## src/rtl/core/rtpfu_pkg.sv

```systemverilog
// Shared types and constants for the RTP H.264 FU-A packetizer.
// Holds the channel payload structs, the per-item packet descriptor and header codes.
// No dependencies.
package rtpfu_pkg;

  localparam int unsigned CHUNK_W = 11;
  localparam int unsigned CHUNK_MAX = (1 << CHUNK_W) - 1;
  localparam int unsigned MAX_CHUNK_LIMIT_DEF = 1500;
  localparam int unsigned MAX_CHUNK_RESET = 1350;
  localparam logic [CHUNK_W-1:0] MIN_CHUNK = CHUNK_W'(2);

  localparam int unsigned CFG_IDX_W = 2;
  localparam logic [CFG_IDX_W-1:0] REG_MAX_CHUNK = 2'd0;
  localparam logic [CFG_IDX_W-1:0] REG_SSRC = 2'd1;
  localparam logic [CFG_IDX_W-1:0] REG_INIT_SEQ = 2'd2;

  localparam logic [7:0] RTP_VER_BYTE = 8'h80;
  localparam logic [7:0] PT_MARKER = 8'hE1;
  localparam logic [7:0] PT_NO_MARKER = 8'h61;
  localparam logic [7:0] NRI_MASK = 8'hE0;
  localparam logic [7:0] NAL_TYPE_MASK = 8'h1F;
  localparam logic [7:0] FU_A_TYPE = 8'd28;
  localparam logic [7:0] FU_START_BIT = 8'h80;
  localparam logic [7:0] FU_END_BIT = 8'h40;

  localparam logic [3:0] RTP_HDR_LEN = 4'd12;
  localparam logic [3:0] FU_HDR_LEN = 4'd14;

  typedef struct packed {
    logic [7:0]  data_byte;
    logic        first_of_nal;
    logic [15:0] nal_length;
    logic [31:0] rtp_timestamp;
  } rtpfu_in_t;

  typedef struct packed {
    logic [7:0] out_byte;
    logic       end_of_packet;
    logic       last_of_item;
  } rtpfu_out_t;

  typedef struct packed {
    logic [CHUNK_W-1:0] chunk;
    logic [31:0]        ssrc;
    logic               seq_load;
    logic [15:0]        seq_value;
  } rtpfu_cfg_t;

  // Everything the byte sequencer needs to emit the results of one item.
  typedef struct packed {
    logic        hdr_en;
    logic        fu;
    logic        marker;
    logic [15:0] seq;
    logic [31:0] ts;
    logic [31:0] ssrc;
    logic [7:0]  fu_ind;
    logic [7:0]  fu_hdr;
    logic        pay_en;
    logic [7:0]  pay_byte;
    logic        pay_eop;
  } rtpfu_desc_t;

endpackage

```

## src/rtl/core/rtp_h264_fu_a_packetizer_unit.sv

```systemverilog
// RTP H.264 packetizer with single-NAL and FU-A fragmentation modes.
//
// Input channel (in_*): one NAL byte per transfer; first_of_nal marks the unit's
// header byte and carries nal_length and rtp_timestamp. Output channel (out_*): one
// RTP packet byte per transfer, end_of_packet on a packet's final byte and
// last_of_item on the final byte caused by an input byte. Configuration (cfg_*):
// index 0 chunk size, 1 SSRC, 2 initial sequence number (also loads the counter);
// writes are always accepted and belong between units of traffic.
//
// The first result of an accepted byte passes through the descriptor stage and then
// the output register. Results leave through the single byte-wide output register;
// a byte that opens a packet yields the RTP header (FU-A adds the FU indicator and
// header) ahead of any payload, and a new input byte is accepted in the cycle the
// previous item's last result moves to the output register.
// Reset (rst_n low, synchronous) empties both stages and clears the unit state and
// sequence counter. When the receiver stalls, the output register holds and the
// descriptor stage fills, after which in_ready drops until bytes drain.
module rtp_h264_fu_a_packetizer_unit #(
  parameter int unsigned MAX_CHUNK_LIMIT = rtpfu_pkg::MAX_CHUNK_LIMIT_DEF
) (
  input  logic                            clk,
  input  logic                            rst_n,
  input  logic                            in_valid,
  output logic                            in_ready,
  input  rtpfu_pkg::rtpfu_in_t            in_data,
  output logic                            out_valid,
  input  logic                            out_ready,
  output rtpfu_pkg::rtpfu_out_t           out_data,
  input  logic                            cfg_valid,
  output logic                            cfg_ready,
  input  logic [rtpfu_pkg::CFG_IDX_W-1:0] cfg_index,
  input  logic [31:0]                     cfg_data
);
  import rtpfu_pkg::*;

  rtpfu_cfg_t  cfg;
  rtpfu_desc_t desc;
  logic        desc_load;
  logic        in_accept;

  assign in_accept = in_valid && in_ready;

  rtpfu_regs #(
    .MAX_CHUNK_LIMIT(MAX_CHUNK_LIMIT)
  ) u_regs (
    .clk       (clk),
    .rst_n     (rst_n),
    .cfg_valid (cfg_valid),
    .cfg_ready (cfg_ready),
    .cfg_index (cfg_index),
    .cfg_data  (cfg_data),
    .cfg       (cfg)
  );

  rtpfu_ctrl u_ctrl (
    .clk       (clk),
    .rst_n     (rst_n),
    .in_accept (in_accept),
    .in_data   (in_data),
    .cfg       (cfg),
    .desc_load (desc_load),
    .desc      (desc)
  );

  rtpfu_emit u_emit (
    .clk       (clk),
    .rst_n     (rst_n),
    .desc_load (desc_load),
    .desc      (desc),
    .in_ready  (in_ready),
    .out_valid (out_valid),
    .out_ready (out_ready),
    .out_data  (out_data)
  );

  // A packet can only close on the payload byte, which is always an item's last result.
  a_eop_is_last: assert property (@(posedge clk) disable iff (!rst_n)
    out_valid |-> (!out_data.end_of_packet || out_data.last_of_item))
    else $error("end_of_packet on a result that is not the item's last");

  // The results of one item leave without gaps once the receiver takes them.
  a_item_no_gap: assert property (@(posedge clk) disable iff (!rst_n)
    (out_valid && out_ready && !out_data.last_of_item) |=> out_valid)
    else $error("gap inside the results of one item");

  // A unit's header byte always yields results.
  a_first_loads: assert property (@(posedge clk) disable iff (!rst_n)
    (in_accept && in_data.first_of_nal) |-> desc_load)
    else $error("first byte of a unit produced no descriptor");

endmodule

```

## src/rtl/core/rtpfu_regs.sv

```systemverilog
// Configuration register file of the packetizer.
// Stores the clamped chunk size and the SSRC; a sequence write is passed on as a load.
// Depends on rtpfu_pkg.
module rtpfu_regs #(
  parameter int unsigned MAX_CHUNK_LIMIT = rtpfu_pkg::MAX_CHUNK_LIMIT_DEF
) (
  input  logic                           clk,
  input  logic                           rst_n,
  input  logic                           cfg_valid,
  output logic                           cfg_ready,
  input  logic [rtpfu_pkg::CFG_IDX_W-1:0] cfg_index,
  input  logic [31:0]                    cfg_data,
  output rtpfu_pkg::rtpfu_cfg_t          cfg
);
  import rtpfu_pkg::*;

  localparam int unsigned CHUNK_HI =
    (MAX_CHUNK_LIMIT < CHUNK_MAX) ? MAX_CHUNK_LIMIT : CHUNK_MAX;
  localparam int unsigned CHUNK_RST =
    (MAX_CHUNK_RESET > CHUNK_HI) ? CHUNK_HI : MAX_CHUNK_RESET;

  logic               wr;
  logic [CHUNK_W-1:0] raw_chunk;
  logic [CHUNK_W-1:0] chunk_nxt;
  logic [CHUNK_W-1:0] chunk_r;
  logic [31:0]        ssrc_r;

  assign cfg_ready = 1'b1;
  assign wr = cfg_valid && cfg_ready;
  assign raw_chunk = cfg_data[CHUNK_W-1:0];

  // The chunk size is clamped once at write time, so the item path sees a legal value.
  always_comb begin
    if (raw_chunk < MIN_CHUNK) begin
      chunk_nxt = MIN_CHUNK;
    end else if (raw_chunk > CHUNK_W'(CHUNK_HI)) begin
      chunk_nxt = CHUNK_W'(CHUNK_HI);
    end else begin
      chunk_nxt = raw_chunk;
    end
  end

  always_ff @(posedge clk) begin
    if (!rst_n) begin
      chunk_r <= CHUNK_W'(CHUNK_RST);
      ssrc_r  <= '0;
    end else if (wr) begin
      if (cfg_index == REG_MAX_CHUNK) begin
        chunk_r <= chunk_nxt;
      end
      if (cfg_index == REG_SSRC) begin
        ssrc_r <= cfg_data;
      end
    end
  end

  assign cfg.chunk     = chunk_r;
  assign cfg.ssrc      = ssrc_r;
  assign cfg.seq_load  = wr && (cfg_index == REG_INIT_SEQ);
  assign cfg.seq_value = cfg_data[15:0];

endmodule

```

## src/rtl/core/rtpfu_ctrl.sv

```systemverilog
// Per-item decision logic and NAL unit state of the packetizer.
// On each accepted byte it updates the unit state and builds a packet descriptor.
// Depends on rtpfu_pkg.
module rtpfu_ctrl (
  input  logic                   clk,
  input  logic                   rst_n,
  input  logic                   in_accept,
  input  rtpfu_pkg::rtpfu_in_t   in_data,
  input  rtpfu_pkg::rtpfu_cfg_t  cfg,
  output logic                   desc_load,
  output rtpfu_pkg::rtpfu_desc_t desc
);
  import rtpfu_pkg::*;

  logic [15:0]        seq_r;
  logic [15:0]        pos_r;
  logic [CHUNK_W-1:0] chunk_r;
  logic [15:0]        total_r;
  logic [7:0]         hdr_r;
  logic [31:0]        ts_r;
  logic               frag_r;

  logic [15:0]        seq_nxt;
  logic [15:0]        pos_nxt;
  logic [CHUNK_W-1:0] chunk_nxt;

  logic               first;
  logic [15:0]        len_fix;
  logic [15:0]        e_total;
  logic [15:0]        e_pos;
  logic [CHUNK_W-1:0] e_chunk;
  logic [7:0]         e_hdr;
  logic [31:0]        e_ts;
  logic               e_frag;
  logic               active;
  logic               unit_end;
  logic               last_chunk;
  logic               chunk_full;
  logic               hdr_en;
  logic               pay_en;
  logic               pay_eop;

  assign first   = in_data.first_of_nal;
  assign len_fix = (in_data.nal_length == 16'd0) ? 16'd1 : in_data.nal_length;

  // A first byte restarts the unit; its values take effect for this same item.
  assign e_total = first ? len_fix : total_r;
  assign e_pos   = first ? 16'd0 : pos_r;
  assign e_chunk = first ? '0 : chunk_r;
  assign e_hdr   = first ? in_data.data_byte : hdr_r;
  assign e_ts    = first ? in_data.rtp_timestamp : ts_r;
  assign e_frag  = first ? (len_fix > 16'(cfg.chunk)) : frag_r;

  assign active     = e_pos < e_total;
  assign unit_end   = (e_pos + 16'd1) == e_total;
  assign last_chunk = (e_total - e_pos) <= 16'(cfg.chunk);
  assign chunk_full = ({1'b0, e_chunk} + 12'd1) >= {1'b0, cfg.chunk};

  assign hdr_en  = active && (e_frag ? (e_chunk == '0) : (e_pos == 16'd0));
  assign pay_en  = active && (!e_frag || (e_pos != 16'd0));
  assign pay_eop = e_frag ? (unit_end || chunk_full) : unit_end;

  always_comb begin
    seq_nxt   = seq_r + 16'(hdr_en);
    pos_nxt   = active ? (e_pos + 16'd1) : pos_r;
    chunk_nxt = e_chunk;
    if (active && e_frag) begin
      chunk_nxt = pay_eop ? '0 : (e_chunk + CHUNK_W'(1));
    end
  end

  always_ff @(posedge clk) begin
    if (!rst_n) begin
      seq_r   <= '0;
      pos_r   <= '0;
      chunk_r <= '0;
      total_r <= '0;
      hdr_r   <= '0;
      ts_r    <= '0;
      frag_r  <= 1'b0;
    end else if (cfg.seq_load) begin
      seq_r <= cfg.seq_value;
    end else if (in_accept) begin
      seq_r   <= seq_nxt;
      pos_r   <= pos_nxt;
      chunk_r <= chunk_nxt;
      total_r <= e_total;
      hdr_r   <= e_hdr;
      ts_r    <= e_ts;
      frag_r  <= e_frag;
    end
  end

  assign desc_load = in_accept && active;

  always_comb begin
    desc.hdr_en   = hdr_en;
    desc.fu       = e_frag;
    desc.marker   = e_frag ? last_chunk : 1'b1;
    desc.seq      = seq_r;
    desc.ts       = e_ts;
    desc.ssrc     = cfg.ssrc;
    desc.fu_ind   = (e_hdr & NRI_MASK) | FU_A_TYPE;
    desc.fu_hdr   = (e_hdr & NAL_TYPE_MASK)
                  | ((e_pos == 16'd0) ? FU_START_BIT : 8'h00)
                  | (last_chunk ? FU_END_BIT : 8'h00);
    desc.pay_en   = pay_en;
    desc.pay_byte = in_data.data_byte;
    desc.pay_eop  = pay_eop;
  end

endmodule

```

## src/rtl/core/rtpfu_emit.sv

```systemverilog
// Byte sequencer and output register of the packetizer.
// Walks one descriptor through its header and payload bytes, one transfer per cycle unless stalled.
// Depends on rtpfu_pkg.
module rtpfu_emit (
  input  logic                   clk,
  input  logic                   rst_n,
  input  logic                   desc_load,
  input  rtpfu_pkg::rtpfu_desc_t desc,
  output logic                   in_ready,
  output logic                   out_valid,
  input  logic                   out_ready,
  output rtpfu_pkg::rtpfu_out_t  out_data
);
  import rtpfu_pkg::*;

  rtpfu_desc_t desc_r;
  logic        desc_valid_r;
  logic [3:0]  idx_r;
  logic        out_valid_r;
  rtpfu_out_t  out_r;

  logic [7:0]  hdr_b [0:15];
  logic [3:0]  hdr_len;
  logic [3:0]  n_res;
  logic        is_hdr;
  logic        last;
  logic        adv;
  rtpfu_out_t  out_nxt;

  always_comb begin
    hdr_b[0]  = RTP_VER_BYTE;
    hdr_b[1]  = desc_r.marker ? PT_MARKER : PT_NO_MARKER;
    hdr_b[2]  = desc_r.seq[15:8];
    hdr_b[3]  = desc_r.seq[7:0];
    hdr_b[4]  = desc_r.ts[31:24];
    hdr_b[5]  = desc_r.ts[23:16];
    hdr_b[6]  = desc_r.ts[15:8];
    hdr_b[7]  = desc_r.ts[7:0];
    hdr_b[8]  = desc_r.ssrc[31:24];
    hdr_b[9]  = desc_r.ssrc[23:16];
    hdr_b[10] = desc_r.ssrc[15:8];
    hdr_b[11] = desc_r.ssrc[7:0];
    hdr_b[12] = desc_r.fu_ind;
    hdr_b[13] = desc_r.fu_hdr;
    hdr_b[14] = 8'h00;
    hdr_b[15] = 8'h00;
  end

  assign hdr_len = desc_r.hdr_en ? (desc_r.fu ? FU_HDR_LEN : RTP_HDR_LEN) : 4'd0;
  assign n_res   = hdr_len + 4'(desc_r.pay_en);
  assign is_hdr  = idx_r < hdr_len;
  assign last    = idx_r == (n_res - 4'd1);

  // Header bytes never close a packet; only the payload byte can.
  assign out_nxt.out_byte      = is_hdr ? hdr_b[idx_r] : desc_r.pay_byte;
  assign out_nxt.end_of_packet = !is_hdr && desc_r.pay_eop;
  assign out_nxt.last_of_item  = last;

  assign adv      = desc_valid_r && (!out_valid_r || out_ready);
  assign in_ready = !desc_valid_r || (adv && last);

  always_ff @(posedge clk) begin
    if (!rst_n) begin
      desc_valid_r <= 1'b0;
      idx_r        <= '0;
      out_valid_r  <= 1'b0;
    end else begin
      if (desc_load) begin
        desc_valid_r <= 1'b1;
        idx_r        <= '0;
      end else if (adv && last) begin
        desc_valid_r <= 1'b0;
      end else if (adv) begin
        idx_r <= idx_r + 4'd1;
      end
      if (adv) begin
        out_valid_r <= 1'b1;
      end else if (out_ready) begin
        out_valid_r <= 1'b0;
      end
    end
  end

  always_ff @(posedge clk) begin
    if (desc_load) begin
      desc_r <= desc;
    end
    if (adv) begin
      out_r <= out_nxt;
    end
  end

  assign out_valid = out_valid_r;
  assign out_data  = out_r;

endmodule
```

## config.mk

```make
export PLATFORM = sky130hd
export DESIGN_NAME = rtp_h264_fu_a_packetizer_unit
export DESIGN_NICKNAME = d
export VERILOG_FILES = /design/src/rtl/core/rtpfu_pkg.sv /design/src/rtl/core/rtp_h264_fu_a_packetizer_unit.sv /design/src/rtl/core/rtpfu_regs.sv /design/src/rtl/core/rtpfu_ctrl.sv /design/src/rtl/core/rtpfu_emit.sv
export SDC_FILE = /design/constraint.sdc
export NUM_CORES = 1
export LEC_CHECK = 0
export BUFFER_PORTS_ARGS = -buffer_cell sky130_fd_sc_hd__buf_4
export CAP_MARGIN = 10
export CORE_MARGIN = 10
export CORE_UTILIZATION = 40
export DETAILED_ROUTE_END_ITERATION = 8
export SLEW_MARGIN = 20
export SYNTH_ARGS = -nofsm -noshare
export SYNTH_HDL_FRONTEND = slang
export SYNTH_SLANG_ARGS = --single-unit
```

## constraint.sdc

```tcl
create_clock -name clk -period 5.68 [get_ports clk]
set_input_delay 0.568 -clock clk [delete_from_list [all_inputs] [get_ports clk]]
set_output_delay 0.568 -clock clk [all_outputs]
set_load 0.05 [all_outputs]
```

==> summary.md <==
| Metric | Value |
|---|---|
| R2R Path Start | `u_regs.chunk_r[8]` |
| Crit start category | `input pin` |
| CP required | `roughly 6 ns` |
| Final RePlAce weighted congestion | `around 0.9` |
| First drt pass iteration count | `5` |
| Via count | `about 11000` |
| Final Total Pwr | `just under 5 mW` |
| Outcome | `finished, final reports clean` |
| Cell count after synthesis | `roughly 1400` |
| Gr ovfl total | `0` |
| Synth unique cells | `81` |
| DP Area | `about 0.015 mm^2` |
| Final critical-path share of the clock period | `between 70% and 80%` |
| Ys flop type | `dfxtp_1` |
| Most numerous cell in the Yosys netlist | `nand2_1` |
| Syn_area_per_cell | `~9.4 um^2` |
| Post_cts resized | `0` |
| PortBufs | `approximately 110` |
| Die H | `~200 um` |
| Clock root buffer | `clkbuf_16` |
| Hpwl dp | `approximately 26 mm` |
| Clk buf depth | `3` |
| Slowest CP cell | `or4_1` |
| R2R Path End | `u_ctrl.seq_r[13]` |
| Sequential share of the synthesized area | `46.78%` |
| Fin. Hold Viols | `0` |
| Post-layout minimum cycle time | `roughly 4.4 ns` |
| Ys Warns | `0` |
| Async S/R FF share, synth | `0%` |
| WL per Instance | `18.64 um` |
| WS Path Type | `input pin to flip-flop` |
| Nets | `~1700` |
| Largest net degree at the start of global routing | `a little under 80` |
| Starting density of the core | `between 40 and 50%` |
| #FFs+latches synth | `roughly 260` |
| Crit. End Element | `flip-flop` |
| Global-route wire length before repair | `between 50 and 60 mm` |
| Total CTS buffers | `29` |
| R2R cell count | `14` |
| Max cap viols | `0` |
| Placed cell count | `1925` |
| Final setup violating endpoints | `0` |
| DR DRC count | `0` |
| Hold path endpoint | `u_emit.desc_r[6]` |
| Most common library cells after synthesis | `nand2_1, a21oi_1, dfxtp_1` |
| CP bufs+invs | `2` |
| Syn nets | `approximately 1600` |
| Synthesized area | `between 0.01 and 0.015 mm^2` |
| I/O Pins | `109` |
| Hold_buf cts | `0` |
| CORE AREA | `approximately 0.034 mm^2` |
| Placement Rows | `67` |
| EDFF count, synth | `between 100 and 150` |
| Layout cells sized above 1 | `17.18%` |
| Top post-synthesis cells by area | `edfxtp_1, dfxtp_1, nand2_1` |
| Min-delay src | `in_data[54]` |
| Post-CTS Setup Bufs | `0` |
| Setup TNS | `0 ns` |
| Yosys top cell area share | `between 20 and 25%` |
| Number of clock sinks | `~260` |
| Pins Over Slew Limit | `0` |
| Vias in the first global route | `approximately 10000` |
| Area growth syn-to-layout | `15.65%` |
| RSZ-0062 raised after global routing | `false` |
| Design Area, Final | `between 0.015 and 0.02 mm^2` |
| Crit-path cells | `buf_4 -> or4_1 -> nor2_1 -> a31oi_1 -> nor2_1 -> a21oi_1 -> ha_1 -> inv_1 -> fa_1 -> a21oi_1 -> o221a_2 -> o211ai_1 -> a21oi_1 -> or2_2 -> a21oi_1 -> ha_1 -> nand3_1 -> nor3b_2 -> nand3_1 -> or3_1 -> a311oi_1` |
| Worst-path maximum fanout | `10` |
| Slew headroom | `just under 40%` |
| Peak Freq | `around 230 MHz` |
| Global-route usage over all layers | `roughly 17%` |
| CP delay by family, top | `simple AND/OR/NAND/NOR gates` |
| DR iter-0 viols | `719` |
| Pwr Density | `309.4 mW/mm^2` |
| Final Instance Count excl. Fillers | `around 2000` |
| Antenna-violating nets left | `0` |
| Final Skew | `0.03033 ns` |
| Peak VDD IR | `0.2099 mV` |
| CP max stage delay | `0.50 ns` |
| R2R setup slack | `1.44 ns` |
| FILL cells | `~3200` |
| Core Util, Final | `between 40% and 50%` |
| Total die area | `around 0.042 mm^2` |
| Htree depth | `1` |
| Leading area contributor after synthesis | `edfxtp_1` |
| Most Frequent Cell on Critical Path | `a21oi_1` |
| Hold depth | `1` |
| Slew @ Worst Pin | `0.9078 ns` |
| Clk_lat worst skew | `roughly 0.55 ns` |
| Reg clk slew, reported paths | `0.06 ns` |
| Min-Delay Path Class | `input pin to flip-flop` |
| Leak | `5.820 nW` |
| Die width | `between 200 and 250 um` |
| Vias per Instance | `between 5 and 6` |
| Arrival time at the worst endpoint | `a little under 5 ns` |
| Initial antenna violation count | `1` |
| CTS tree | `yes` |
| Post-Route WL | `around 37 mm` |
## worst reg2reg max path, stage by stage, from the launching register on
cell and delay, ns:
dfxtp_1 0.31, inv_1 0.15, ha_1 0.37, or4bb_1 0.57
nor4_4 0.18, a211oi_1 0.20, nor2_1 0.41, o211ai_1 0.19
a21oi_1 0.24, ha_1 0.21, nand3_1 0.09, nor3b_2 0.22
nand3_1 0.31, or3_1 0.44, a311oi_1 0.26
## sequential cells by signal (all words and copies together) (netlist names)
name                 count
u_ctrl.total_r          16
u_ctrl.seq_r            16
u_ctrl.hdr_r             8
u_emit.out_valid         1
u_emit.desc_valid_r      1
u_ctrl.chunk_r          11
u_regs.ssrc_r           32
u_regs.chunk_r          11
u_emit.idx_r             4
u_ctrl.frag_r            1
u_emit.out_data         10
u_ctrl.ts_r             32
u_emit.desc_r          103
u_ctrl.pos_r            16
## routing by layer
| layer | GRT usage (%) | share of wire [%] | up-vias | wire, um |
|---|---|---|---|---|
| met2 | 27.66 | 47 | 237 | 17230 |
| li1 | - | - | 5294 | - |
| met1 | 22.97 | 46 | 5151 | 16940 |
| met5 | 0 | 0 | - | 0 |
| met3 | 2.717 | 5.6 | 37 | 2053 |
| met4 | 4.919 | 1.8 | 0 | 682 |
## area by class of cell
class	count	area, um^2	share of cell area, %
sequential	262	6377	40.46
multi-input combinational	1040	6699	42.50
tap	448	560.5	3.556
timing repair buffer	125	963.4	6.112
clock buffer	34	754.5	4.786
inverter	50	193.9	1.230
clock inverter	20	212.7	1.349
antenna	1	2.502	0.01587
## per-stage QoR
stage                     hold slack [ns]  worst slack (ns)
final                              0.2117             1.236
after global routing               0.1995            0.8635
after CTS                          0.1919             1.243
after detailed placement           0.4146            0.6672
after global placement             0.4111            0.8354
after floorplan                    0.4081           0.02408
## layout by cell type, fill, tap and decap left out, drive strengths merged, types with 7 or more instances in the layout
cell type,count
clkbuf,34
o21ai,70
buf,125
a31oi,12
and3,9
mux4,9
o22ai,8
nand4,14
nand2b,12
dfxtp,149
nor2,82
or3,10
a21oi,159
nand2,255
a211oi,20
mux2,57
nand3b,8
nor2b,12
clkinv,14
nor3,16
a311oi,10
ha,57
mux2i,22
and2,8
xor2,19
xnor2,36
edfxtp,113
a22o,7
o21a,9
nor4,11
inv,50
o211ai,10
nand3,22
a21o,13
## kinds of logic after synthesis
kind of cell	count (synthesis)	synth area share (%)
compound gates	348	15.50
xor+xnor	55	3.534
fa+ha+maj	58	5.379
buf+inv	143	4.103
flops	262	46.78
mux	88	7.812
other cells	1	0.02751
simple gates	490	16.86
## worst max-delay path by stage
stage / from / to / slack (ns) / cells after the start
after floorplan: in_data[48] / u_emit.desc_r[0] / 0.02 / 15
after detailed placement: in_data[47] / u_ctrl.seq_r[7] / 0.67 / 21
after global placement: in_data[47] / u_ctrl.seq_r[7] / 0.84 / 21
after CTS: in_data[47] / u_ctrl.seq_r[13] / 1.24 / 21
after global routing: in_data[40] / u_ctrl.seq_r[9] / 0.86 / 21
final: in_data[47] / u_ctrl.seq_r[13] / 1.24 / 21
## report_power, final
part           switching, mW  internal (mW)
clock network          0.775           1.13
logic                  0.473          0.304
registers             0.0650           2.13
total                   1.31           3.56
Note: power is estimated with default switching activity, not from simulation.
